==> config.mk <==
export PLATFORM = sky130hd
export DESIGN_NAME = rc_reflectance_sensor_timer_unit_flat
export DESIGN_NICKNAME = d
export VERILOG_FILES = /design/src/design/rcst_pkg.sv /design/src/design/rcst_if.sv /design/src/design/rcst_lane.sv /design/src/design/rcst_merge.sv /design/src/design/rc_reflectance_sensor_timer_unit.sv /design/src/flat_wrapper.sv
export SDC_FILE = /design/constraint.sdc
export NUM_CORES = 1
export LEC_CHECK = 0
export ABC_AREA = 1
export BUFFER_PORTS_ARGS = -buffer_cell sky130_fd_sc_hd__buf_2
export CAP_MARGIN = 20
export CELL_PAD_IN_SITES_DETAIL_PLACEMENT = 1
export CELL_PAD_IN_SITES_GLOBAL_PLACEMENT = 2
export CORE_ASPECT_RATIO = 1.4
export CORE_MARGIN = 3
export CORE_UTILIZATION = 30
export DETAILED_ROUTE_END_ITERATION = 10
export PLACE_DENSITY_LB_ADDON = 0.1
export SLEW_MARGIN = 20
export SYNTH_ARGS = -nofsm -noshare
export SYNTH_HDL_FRONTEND = slang
export SYNTH_SLANG_ARGS = --single-unit
==> constraint.sdc <==
create_clock -name clock -period 4.6 [get_ports clock]
set_clock_uncertainty 0.2 [all_clocks]
set_input_delay 0.23 -clock clock [delete_from_list [all_inputs] [get_ports clock]]
set_output_delay 0.23 -clock clock [all_outputs]
set_load 0.01 [all_outputs]
==> src/design/rcst_pkg.sv <==
// Shared constants, codes and lane structs for the RC reflectance sensor timer.
// No dependencies; every other design file imports this package.
`default_nettype none

package rcst_pkg;

   localparam int CHANNELS   = 5;
   localparam int CHAN_BITS  = 3;
   localparam int COUNT_BITS = 16;
   localparam int PIN_BITS   = 5;
   localparam int CSR_ABITS  = 3;
   localparam int CSR_DBITS  = 32;

   localparam logic [CHAN_BITS-1:0]  LAST_CHAN = CHAN_BITS'(CHANNELS - 1);
   localparam logic [COUNT_BITS-1:0] COUNT_MAX = {COUNT_BITS{1'b1}};

   localparam logic [15:0] DARK_THRESHOLD_RESET = 16'h0600;
   localparam logic [15:0] TIMEOUT_COUNT_RESET  = 16'h0B00;

   localparam logic OP_START = 1'b0;
   localparam logic OP_TICK  = 1'b1;

   // register index, taken from paddr[2]
   localparam logic REG_DARK_THRESHOLD = 1'b0;
   localparam logic REG_TIMEOUT_COUNT  = 1'b1;

   typedef struct packed {
      logic                  start;
      logic                  tick;
      logic                  timeout_hit;
      logic [COUNT_BITS-1:0] count;
   } lane_ctrl_type;

   typedef struct packed {
      logic                  settled;
      logic                  dark;
      logic [COUNT_BITS-1:0] dtime;
   } lane_result_type;

endpackage

`default_nettype wire

==> src/design/rcst_if.sv <==
// Valid/ready channel interfaces for request and response words.
// Depends on rcst_pkg for field widths.
`default_nettype none

interface rcst_req_if;
   import rcst_pkg::*;
   logic                valid;
   logic                ready;
   logic                op;
   logic [PIN_BITS-1:0] pins;

   modport source (output valid, output op, output pins, input ready);
   modport sink   (input valid, input op, input pins, output ready);
endinterface

interface rcst_rsp_if;
   import rcst_pkg::*;
   logic                  valid;
   logic                  ready;
   logic [CHAN_BITS-1:0]  channel;
   logic [COUNT_BITS-1:0] discharge_time;
   logic                  dark;
   logic                  last;

   modport source (output valid, output channel, output discharge_time, output dark,
                   output last, input ready);
   modport sink   (input valid, input channel, input discharge_time, input dark,
                   input last, output ready);
endinterface

`default_nettype wire

==> src/design/rcst_lane.sv <==
// One sensor channel: edge detect, capture of the discharge count and dark flag.
// Depends on rcst_pkg.
`default_nettype none

module rcst_lane (
   input  wire logic                        clock,
   input  wire logic                        reset,
   input  wire rcst_pkg::lane_ctrl_type     ctrl,
   input  wire logic                        pin,
   input  wire logic [15:0]                 threshold,
   input  wire logic [15:0]                 timeout,
   output rcst_pkg::lane_result_type        res_next
);
   import rcst_pkg::*;

   logic                  prev_ff, prev_in;
   logic                  settled_ff, settled_in;
   logic                  dark_ff, dark_in;
   logic [COUNT_BITS-1:0] time_ff, time_in;
   logic                  capture;

   assign capture = ctrl.tick && (prev_ff != pin) && !settled_ff;

   always_comb begin
      prev_in    = prev_ff;
      settled_in = settled_ff;
      dark_in    = dark_ff;
      time_in    = time_ff;
      priority if (ctrl.start) begin
         prev_in    = 1'b1;
         settled_in = 1'b0;
         dark_in    = 1'b0;
         time_in    = '0;
      end else if (ctrl.tick) begin
         prev_in = pin;
         // pin change wins over a timeout on the same tick
         if (capture) begin
            settled_in = 1'b1;
            time_in    = ctrl.count;
            dark_in    = ctrl.count > threshold;
         end else if (ctrl.timeout_hit && !settled_ff) begin
            settled_in = 1'b1;
            time_in    = timeout;
            dark_in    = 1'b1;
         end
      end
   end

   always_ff @(posedge clock) begin
      if (reset) begin
         prev_ff    <= 1'b1;
         settled_ff <= 1'b1;
         dark_ff    <= 1'b0;
         time_ff    <= '0;
      end else begin
         prev_ff    <= prev_in;
         settled_ff <= settled_in;
         dark_ff    <= dark_in;
         time_ff    <= time_in;
      end
   end

   assign res_next.settled = settled_in;
   assign res_next.dark    = dark_in;
   assign res_next.dtime   = time_in;

endmodule

`default_nettype wire

==> src/design/rcst_merge.sv <==
// Snapshot of all lanes at the end of a measurement, drained one word per channel.
// Depends on rcst_pkg and rcst_rsp_if.
`default_nettype none

module rcst_merge (
   input  wire logic                                       clock,
   input  wire logic                                       reset,
   input  wire logic                                       load,
   input  wire rcst_pkg::lane_result_type [rcst_pkg::CHANNELS-1:0] res,
   output logic                                            hold_busy,
   rcst_rsp_if.source                                      rsp_bus
);
   import rcst_pkg::*;

   logic                  hold_valid_ff, hold_valid_in;
   logic [CHAN_BITS-1:0]  idx_ff, idx_in;
   logic [COUNT_BITS-1:0] times_ff [CHANNELS];
   logic [CHANNELS-1:0]   dark_ff;

   logic                  rsp_valid_ff, rsp_valid_in;
   logic [CHAN_BITS-1:0]  chan_ff;
   logic [COUNT_BITS-1:0] dtime_ff;
   logic                  rdark_ff;
   logic                  last_ff;
   logic                  advance;

   // output register free or being taken
   assign advance = !rsp_valid_ff || rsp_bus.ready;

   always_comb begin
      hold_valid_in = hold_valid_ff;
      idx_in        = idx_ff;
      rsp_valid_in  = rsp_valid_ff;
      if (advance) begin
         rsp_valid_in = hold_valid_ff;
         if (hold_valid_ff) begin
            if (idx_ff == LAST_CHAN) begin
               hold_valid_in = 1'b0;
               idx_in        = '0;
            end else begin
               idx_in = idx_ff + 1'b1;
            end
         end
      end
      if (load) begin
         hold_valid_in = 1'b1;
      end
   end

   always_ff @(posedge clock) begin
      if (reset) begin
         hold_valid_ff <= 1'b0;
         idx_ff        <= '0;
         rsp_valid_ff  <= 1'b0;
      end else begin
         hold_valid_ff <= hold_valid_in;
         idx_ff        <= idx_in;
         rsp_valid_ff  <= rsp_valid_in;
      end
   end

   always_ff @(posedge clock) begin
      if (load) begin
         for (int i = 0; i < CHANNELS; i++) begin
            times_ff[i] <= res[i].dtime;
            dark_ff[i]  <= res[i].dark;
         end
      end
      if (advance && hold_valid_ff) begin
         chan_ff  <= idx_ff;
         dtime_ff <= times_ff[idx_ff];
         rdark_ff <= dark_ff[idx_ff];
         last_ff  <= (idx_ff == LAST_CHAN);
      end
   end

   assign hold_busy              = hold_valid_ff;
   assign rsp_bus.valid          = rsp_valid_ff;
   assign rsp_bus.channel        = chan_ff;
   assign rsp_bus.discharge_time = dtime_ff;
   assign rsp_bus.dark           = rdark_ff;
   assign rsp_bus.last           = last_ff;

   a_load_into_free: assert property (@(posedge clock) disable iff (reset)
      load |-> !hold_valid_ff)
      else $error("snapshot loaded while previous one still draining");

   a_last_is_top: assert property (@(posedge clock) disable iff (reset)
      (rsp_valid_ff && last_ff) |-> (chan_ff == LAST_CHAN))
      else $error("last flag on wrong channel");

   a_drain_from_zero: assert property (@(posedge clock) disable iff (reset)
      $rose(hold_valid_ff) |-> (idx_ff == '0))
      else $error("drain did not start at channel zero");

endmodule

`default_nettype wire

==> src/design/rc_reflectance_sensor_timer_unit.sv <==
// Top level: elapsed counter, register file, five sensor lanes and result merge.
// Depends on rcst_pkg, rcst_if, rcst_lane and rcst_merge.
`default_nettype none

// Five RC reflectance channels are timed side by side, one lane each. A start
// word (op 0) clears the lanes and the counter; tick words are op 1, and one
// word is accepted each clock while req ready is high. When the last channel
// settles, the five results are copied into a snapshot and drained one per
// cycle while rsp ready is high. req ready drops only when a new measurement is
// running while the previous snapshot is still draining. Registers:
// 0x0 dark_threshold, 0x4 timeout_count, written through the APB-style port.
module rc_reflectance_sensor_timer_unit (
   input  wire logic                            clock,
   input  wire logic                            reset,
   rcst_req_if.sink                             req_bus,
   rcst_rsp_if.source                           rsp_bus,
   input  wire logic                            csr_psel,
   input  wire logic                            csr_penable,
   input  wire logic                            csr_pwrite,
   input  wire logic [rcst_pkg::CSR_ABITS-1:0]  csr_paddr,
   input  wire logic [rcst_pkg::CSR_DBITS-1:0]  csr_pwdata,
   output logic      [rcst_pkg::CSR_DBITS-1:0]  csr_prdata,
   output logic                                 csr_pready
);
   import rcst_pkg::*;

   logic [15:0]           threshold_ff, threshold_in;
   logic [15:0]           timeout_ff, timeout_in;
   logic [COUNT_BITS-1:0] elapsed_ff, elapsed_in;
   logic                  measuring_ff, measuring_in;

   logic                  accept, start, tick, finish, hold_busy, csr_write;
   logic [COUNT_BITS-1:0] count_inc;
   logic [CHANNELS-1:0]   settled_vec;
   lane_ctrl_type         ctrl;
   lane_result_type [CHANNELS-1:0] res;

   // configuration port
   assign csr_pready = 1'b1;
   assign csr_write  = csr_psel && csr_penable && csr_pwrite && csr_pready;

   always_comb begin
      threshold_in = threshold_ff;
      timeout_in   = timeout_ff;
      if (csr_write) begin
         unique case (csr_paddr[2])
            REG_DARK_THRESHOLD: threshold_in = csr_pwdata[15:0];
            REG_TIMEOUT_COUNT:  timeout_in   = csr_pwdata[15:0];
            default:            threshold_in = threshold_ff;
         endcase
      end
   end

   always_comb begin
      unique case (csr_paddr[2])
         REG_DARK_THRESHOLD: csr_prdata = {16'h0000, threshold_ff};
         REG_TIMEOUT_COUNT:  csr_prdata = {16'h0000, timeout_ff};
         default:            csr_prdata = '0;
      endcase
   end

   // a finishing tick needs measuring, so the snapshot is free whenever it loads
   assign req_bus.ready = !hold_busy || !measuring_ff;
   assign accept        = req_bus.valid && req_bus.ready;
   assign start         = accept && (req_bus.op == OP_START);
   assign tick          = accept && (req_bus.op == OP_TICK) && measuring_ff;

   assign count_inc = (elapsed_ff == COUNT_MAX) ? elapsed_ff : elapsed_ff + 1'b1;

   assign ctrl.start       = start;
   assign ctrl.tick        = tick;
   assign ctrl.count       = count_inc;
   assign ctrl.timeout_hit = count_inc >= timeout_ff;

   for (genvar g = 0; g < CHANNELS; g++) begin : g_lane
      rcst_lane u_lane (
         .clock     (clock),
         .reset     (reset),
         .ctrl      (ctrl),
         .pin       (req_bus.pins[g]),
         .threshold (threshold_ff),
         .timeout   (timeout_ff),
         .res_next  (res[g])
      );
      assign settled_vec[g] = res[g].settled;
   end

   assign finish = tick && (&settled_vec);

   always_comb begin
      elapsed_in   = elapsed_ff;
      measuring_in = measuring_ff;
      priority if (start) begin
         elapsed_in   = '0;
         measuring_in = 1'b1;
      end else if (tick) begin
         elapsed_in = count_inc;
         if (finish) begin
            measuring_in = 1'b0;
         end
      end
   end

   always_ff @(posedge clock) begin
      if (reset) begin
         threshold_ff <= DARK_THRESHOLD_RESET;
         timeout_ff   <= TIMEOUT_COUNT_RESET;
         elapsed_ff   <= '0;
         measuring_ff <= 1'b0;
      end else begin
         threshold_ff <= threshold_in;
         timeout_ff   <= timeout_in;
         elapsed_ff   <= elapsed_in;
         measuring_ff <= measuring_in;
      end
   end

   rcst_merge u_merge (
      .clock     (clock),
      .reset     (reset),
      .load      (finish),
      .res       (res),
      .hold_busy (hold_busy),
      .rsp_bus   (rsp_bus)
   );

   a_finish_ends_run: assert property (@(posedge clock) disable iff (reset)
      finish |=> !measuring_ff)
      else $error("measurement still running after finish");

   a_start_clears: assert property (@(posedge clock) disable iff (reset)
      start |=> (elapsed_ff == '0) && measuring_ff)
      else $error("start did not clear counter");

   a_idle_tick_holds: assert property (@(posedge clock) disable iff (reset)
      (accept && !measuring_ff && (req_bus.op == OP_TICK)) |=> $stable(elapsed_ff))
      else $error("idle tick changed the counter");

endmodule

`default_nettype wire
==> src/flat_wrapper.sv <==
// flat-port wrapper written by rule: the top's interface ports become plain ports
module rc_reflectance_sensor_timer_unit_flat import rcst_pkg::*;
  (clock, reset, csr_psel, csr_penable, csr_pwrite, csr_paddr, csr_pwdata, csr_prdata, csr_pready, req_bus_valid, req_bus_op, req_bus_pins, req_bus_ready, rsp_bus_valid, rsp_bus_channel, rsp_bus_discharge_time, rsp_bus_dark, rsp_bus_last, rsp_bus_ready);
  rcst_req_if req_bus_i ();
  rcst_rsp_if rsp_bus_i ();
  input  wire logic clock;
  input  wire logic reset;
  input  wire logic csr_psel;
  input  wire logic csr_penable;
  input  wire logic csr_pwrite;
  input  wire logic [rcst_pkg::CSR_ABITS-1:0] csr_paddr;
  input  wire logic [rcst_pkg::CSR_DBITS-1:0] csr_pwdata;
  output logic      [rcst_pkg::CSR_DBITS-1:0] csr_prdata;
  output logic csr_pready;
  input wire logic [$bits(req_bus_i.valid)-1:0] req_bus_valid;
  input wire logic [$bits(req_bus_i.op)-1:0] req_bus_op;
  input wire logic [$bits(req_bus_i.pins)-1:0] req_bus_pins;
  output wire logic [$bits(req_bus_i.ready)-1:0] req_bus_ready;
  output wire logic [$bits(rsp_bus_i.valid)-1:0] rsp_bus_valid;
  output wire logic [$bits(rsp_bus_i.channel)-1:0] rsp_bus_channel;
  output wire logic [$bits(rsp_bus_i.discharge_time)-1:0] rsp_bus_discharge_time;
  output wire logic [$bits(rsp_bus_i.dark)-1:0] rsp_bus_dark;
  output wire logic [$bits(rsp_bus_i.last)-1:0] rsp_bus_last;
  input wire logic [$bits(rsp_bus_i.ready)-1:0] rsp_bus_ready;
  assign req_bus_i.valid = req_bus_valid;
  assign req_bus_i.op = req_bus_op;
  assign req_bus_i.pins = req_bus_pins;
  assign req_bus_ready = req_bus_i.ready;
  assign rsp_bus_valid = rsp_bus_i.valid;
  assign rsp_bus_channel = rsp_bus_i.channel;
  assign rsp_bus_discharge_time = rsp_bus_i.discharge_time;
  assign rsp_bus_dark = rsp_bus_i.dark;
  assign rsp_bus_last = rsp_bus_i.last;
  assign rsp_bus_i.ready = rsp_bus_ready;
  rc_reflectance_sensor_timer_unit u_core (.clock(clock), .reset(reset), .req_bus(req_bus_i), .rsp_bus(rsp_bus_i), .csr_psel(csr_psel), .csr_penable(csr_penable), .csr_pwrite(csr_pwrite), .csr_paddr(csr_paddr), .csr_pwdata(csr_pwdata), .csr_prdata(csr_prdata), .csr_pready(csr_pready));
endmodule
==> metrics.cfg <==
[clock_network]
cts.repair.resized = 0
clk_latency_ns = 0.56
cts_root_buffer = clkbuf_16
numCtsBuffers = 29
cts-hold-fix-buffers = 28
path_clk_slew_ns = 0.06
cts_sinks = 255
cts_buffer_depth = 3
cts_tree = done
post-cts-setup-buffers = 0
htreeDepth = 1

[synthesis]
synth_edf_count = 106
ys_ff_latch = 255
synth_top_cell_by_area = edfxtp_1
ys_seq_area_share_pct = 48.2
synth-main-ff-cell = dfxtp_1
synth.distinct_cells = 49
syn-instance-count = 1594
ys_top_cells_by_area = edfxtp_1, dfxtp_1, nand2_1
syn-cell-area_mm2 = 0.0128
synth_top_area_share_pct = 24.9
synth_async_sr_flop_share_pct = 0
yosysWarningCount = 0
avgSynthCellArea_um2 = 8.03

[pwr]
combPwrFrac_pct = 6.8
swShare_pct = 24.5
p_sw_w = 0.00123
p_seq_share_pct = 47.4
p_int_w = 0.00381
ir_drop_uv = 291
power_w = 0.00504
power_density_mw_per_mm2 = 332
pwr-share-clk_pct = 45.8
power.leakage_nw = 6.57

[global_routing]
grt_max_degree = 68
grt_pass1_wl_um = 69700
grt_pass1_vias = 11800
grt_util_all_layers_pct = 19.7
overflow = 0
antenna_found_initial = 0

[placed_design]
gp_congestion = 0.779
port_buffers = 68
hpwlAfterDp_um = 32300
placed_cell_area_mm2 = 0.0140

[worst_setup_path]
endpoint_kind = register
cp.arrival_ns = 4.30
cpPeakStageDelay_ns = 0.64
cp-start-kind = register
rrSetupSlack_ns = 0.36
required_ns = 4.66
crit_chain = ha_1 > nand2_1 > inv_2 > nand2_4 > nor2_8 > nand3_4 > nor2_8 > a21oi_1 > inv_1 > ha_1 > nand2_1 > inv_1 > nand2_1 > nand2_1 > nand2_1 > nand2_1 > nand2_1 > nand2_2 > nand2_2 > a21oi_1 > nand3_1 > clkinvlp_4 > buf_12
reg2reg_depth = 23
critPathKind = register to register
path_max_fanout = 29
cp_slowest_cell = a21oi_1
worst_path_most_repeated_cell = nand2_1

[floorplan]
fp.dieArea_mm2 = 0.0452
ioPinCount = 104
core_mm2 = 0.0416
rows = 88
die_h_um = 250
start_util_pct = 30.7
die_x_um = 181

[sta]
setup-tns-final_ns = 0
worst_pin_slew_ns = 1.01
slew_headroom_pct = 32.9
hold_violations = 0
rsz0062_at_grt = no
setup_viol = 0
holdWs_ns = 0.00825
min_period_over_period_pct = 92.1
min_period_ns = 4.24
drv_slew = 0
fmax_ghz = 0.236

[final_layout]
area_growth_pct = 18.7
finalNetCount = 1790
fin_util_pct = 36.5
drive_above_1_share_pct = 15.0
diodes = 0
finalInstanceArea_mm2 = 0.0152
fill_cells = 5057

[routing]
wl_per_cell_um = 19.8
first_iter_violations = 524
first_pass_iters = 5
ant_nets = 0
routed_wl_um = 45000
drcViolationCount = 0
vias_per_cell = 4.91
vias = 11100

[min_path]
hold_class = input pin to register
hold-path-cell-count = 4

[run_status]
status = complete, no violations

[job]
maxCapViolCount = 0

## cell usage after synthesis (4+ instances only)
| master | n |
|---|---|
| inv_1 | 162 |
| edfxtp_1 | 106 |
| nand3_1 | 66 |
| o21ai_0 | 177 |
| nor3_1 | 25 |
| xor2_1 | 8 |
| buf_2 | 11 |
| nand2_4 | 5 |
| inv_2 | 13 |
| nand3b_1 | 4 |
| a31oi_1 | 17 |
| o21ai_1 | 35 |
| nor2_2 | 8 |
| or2_2 | 13 |
| nor2_1 | 180 |
| o21bai_1 | 11 |
| a21oi_1 | 177 |
| nand2_1 | 248 |
| nor3_2 | 8 |
| buf_1 | 6 |
| dfxtp_1 | 149 |
| nand2_2 | 7 |
| nand3_2 | 7 |
| ha_1 | 35 |
| buf_4 | 22 |
| clkbuf_1 | 55 |
| nand4_1 | 7 |
## path summary, 6_finish.rpt
path | start | to
max | u_core.elapsed_ff[0]$_SDFFE_PP0P_ | u_core.u_merge.times_ff[4][4]$_DFFE_PP_
min reg2reg | u_core.threshold_ff[5]$_SDFFE_PP0P_ | u_core.threshold_ff[5]$_SDFFE_PP0P_
min | csr_penable | u_core.threshold_ff[10]$_SDFFE_PP1P_
max reg2reg | u_core.elapsed_ff[0]$_SDFFE_PP0P_ | u_core.u_merge.times_ff[4][4]$_DFFE_PP_
## cell families (layout without fill, tap and decap cells)
kind of cell	Yosys count	in the layout	synth area share [%]
compound gates	430	430	17.7
xor+xnor	9	9	0.763
fa+ha+maj	35	35	3.42
buf+inv	273	393	8.88
flops	255	255	48.2
other cells	2	17	0.0587
simple gates	590	590	21.0
## through the flow
stage	instances	worst slack [ns]
4_1_cts	2269	0.339
3_3_place_gp	2188	0.402
3_5_place_dp	2188	0.364
6_report	2269	0.363
2_1_floorplan	1609	0.0405
5_1_grt	2269	0.0491
## cells in the final DEF (no fill, tap or decap), drive strengths merged, types with 28 or more instances in the layout
| master | count |
|---|---|
| a21oi | 180 |
| buf | 134 |
| clkbuf | 35 |
| dfxtp | 149 |
| dlygate4sd3 | 28 |
| edfxtp | 106 |
| ha | 35 |
| inv | 175 |
| nand2 | 261 |
| nand3 | 74 |
| nor2 | 192 |
| nor3 | 34 |
| o21ai | 216 |
## critical path, delay by kind of cell, from the launching register on
family          cells  cell delay (ns)
compound gates      2             0.80
fa+ha+maj           2             0.58
buf+inv             5             0.75
flops               1             0.33
simple gates       14             1.24
## cell type report
| class | count | area [um^2] | area share (%) |
|---|---|---|---|
| Clock buffer | 35 | 758 | 4.99 |
| Clock inverter | 18 | 158 | 1.04 |
| Inverter | 178 | 679 | 4.47 |
| Multi-Input combinational cell | 1081 | 5570 | 36.7 |
| Sequential cell | 255 | 6170 | 40.6 |
| Tap cell | 540 | 676 | 4.45 |
| Timing Repair Buffer | 162 | 1180 | 7.76 |
## sequential cells by signal, indices dropped and copies added, names as in the netlist
register	flops
u_core.u_merge.rsp_bus.dark	1
u_core.g_lane.u_lane.time_ff	80
u_core.u_merge.rsp_bus.valid	1
u_core.g_lane.u_lane.dark_ff	5
u_core.timeout_ff	16
u_core.u_merge.hold_busy	1
u_core.u_merge.idx_ff	3
u_core.u_merge.rsp_bus.channel	3
u_core.measuring_ff	1
u_core.u_merge.rsp_bus.last	1
u_core.u_merge.times_ff	80
u_core.elapsed_ff	16
u_core.u_merge.rsp_bus.discharge_time	16
u_core.u_merge.dark_ff	5
u_core.threshold_ff	16
u_core.g_lane.u_lane.settled_ff	5
u_core.g_lane.u_lane.prev_ff	5
## power by group through the flow
| stage | logic [W] | registers, W | clock network [W] |
|---|---|---|---|
| finish | 0.000344 | 0.00239 | 0.00231 |
| global route | 0.000387 | 0.00239 | 0.00246 |
| CTS | 0.000352 | 0.00239 | 0.00238 |
| detailed placement | 0.000333 | 0.00244 | 0 |
| global placement | 0.000330 | 0.00244 | 0 |
| floorplan | 0.000205 | 0.00243 | 0 |
## metal layers
metal  vias up  track usage (%)  routed length [um]  share of wire (%)
met4         0             5.92                1360                3.0
met3        62             1.93                1410                3.1
li1       5497                -                   -                  -
met2       186             37.1               23200                 52
met5         -                0                   0                  0
met1      5401             23.6               19000                 42
(Power assumes the default switching activity.)
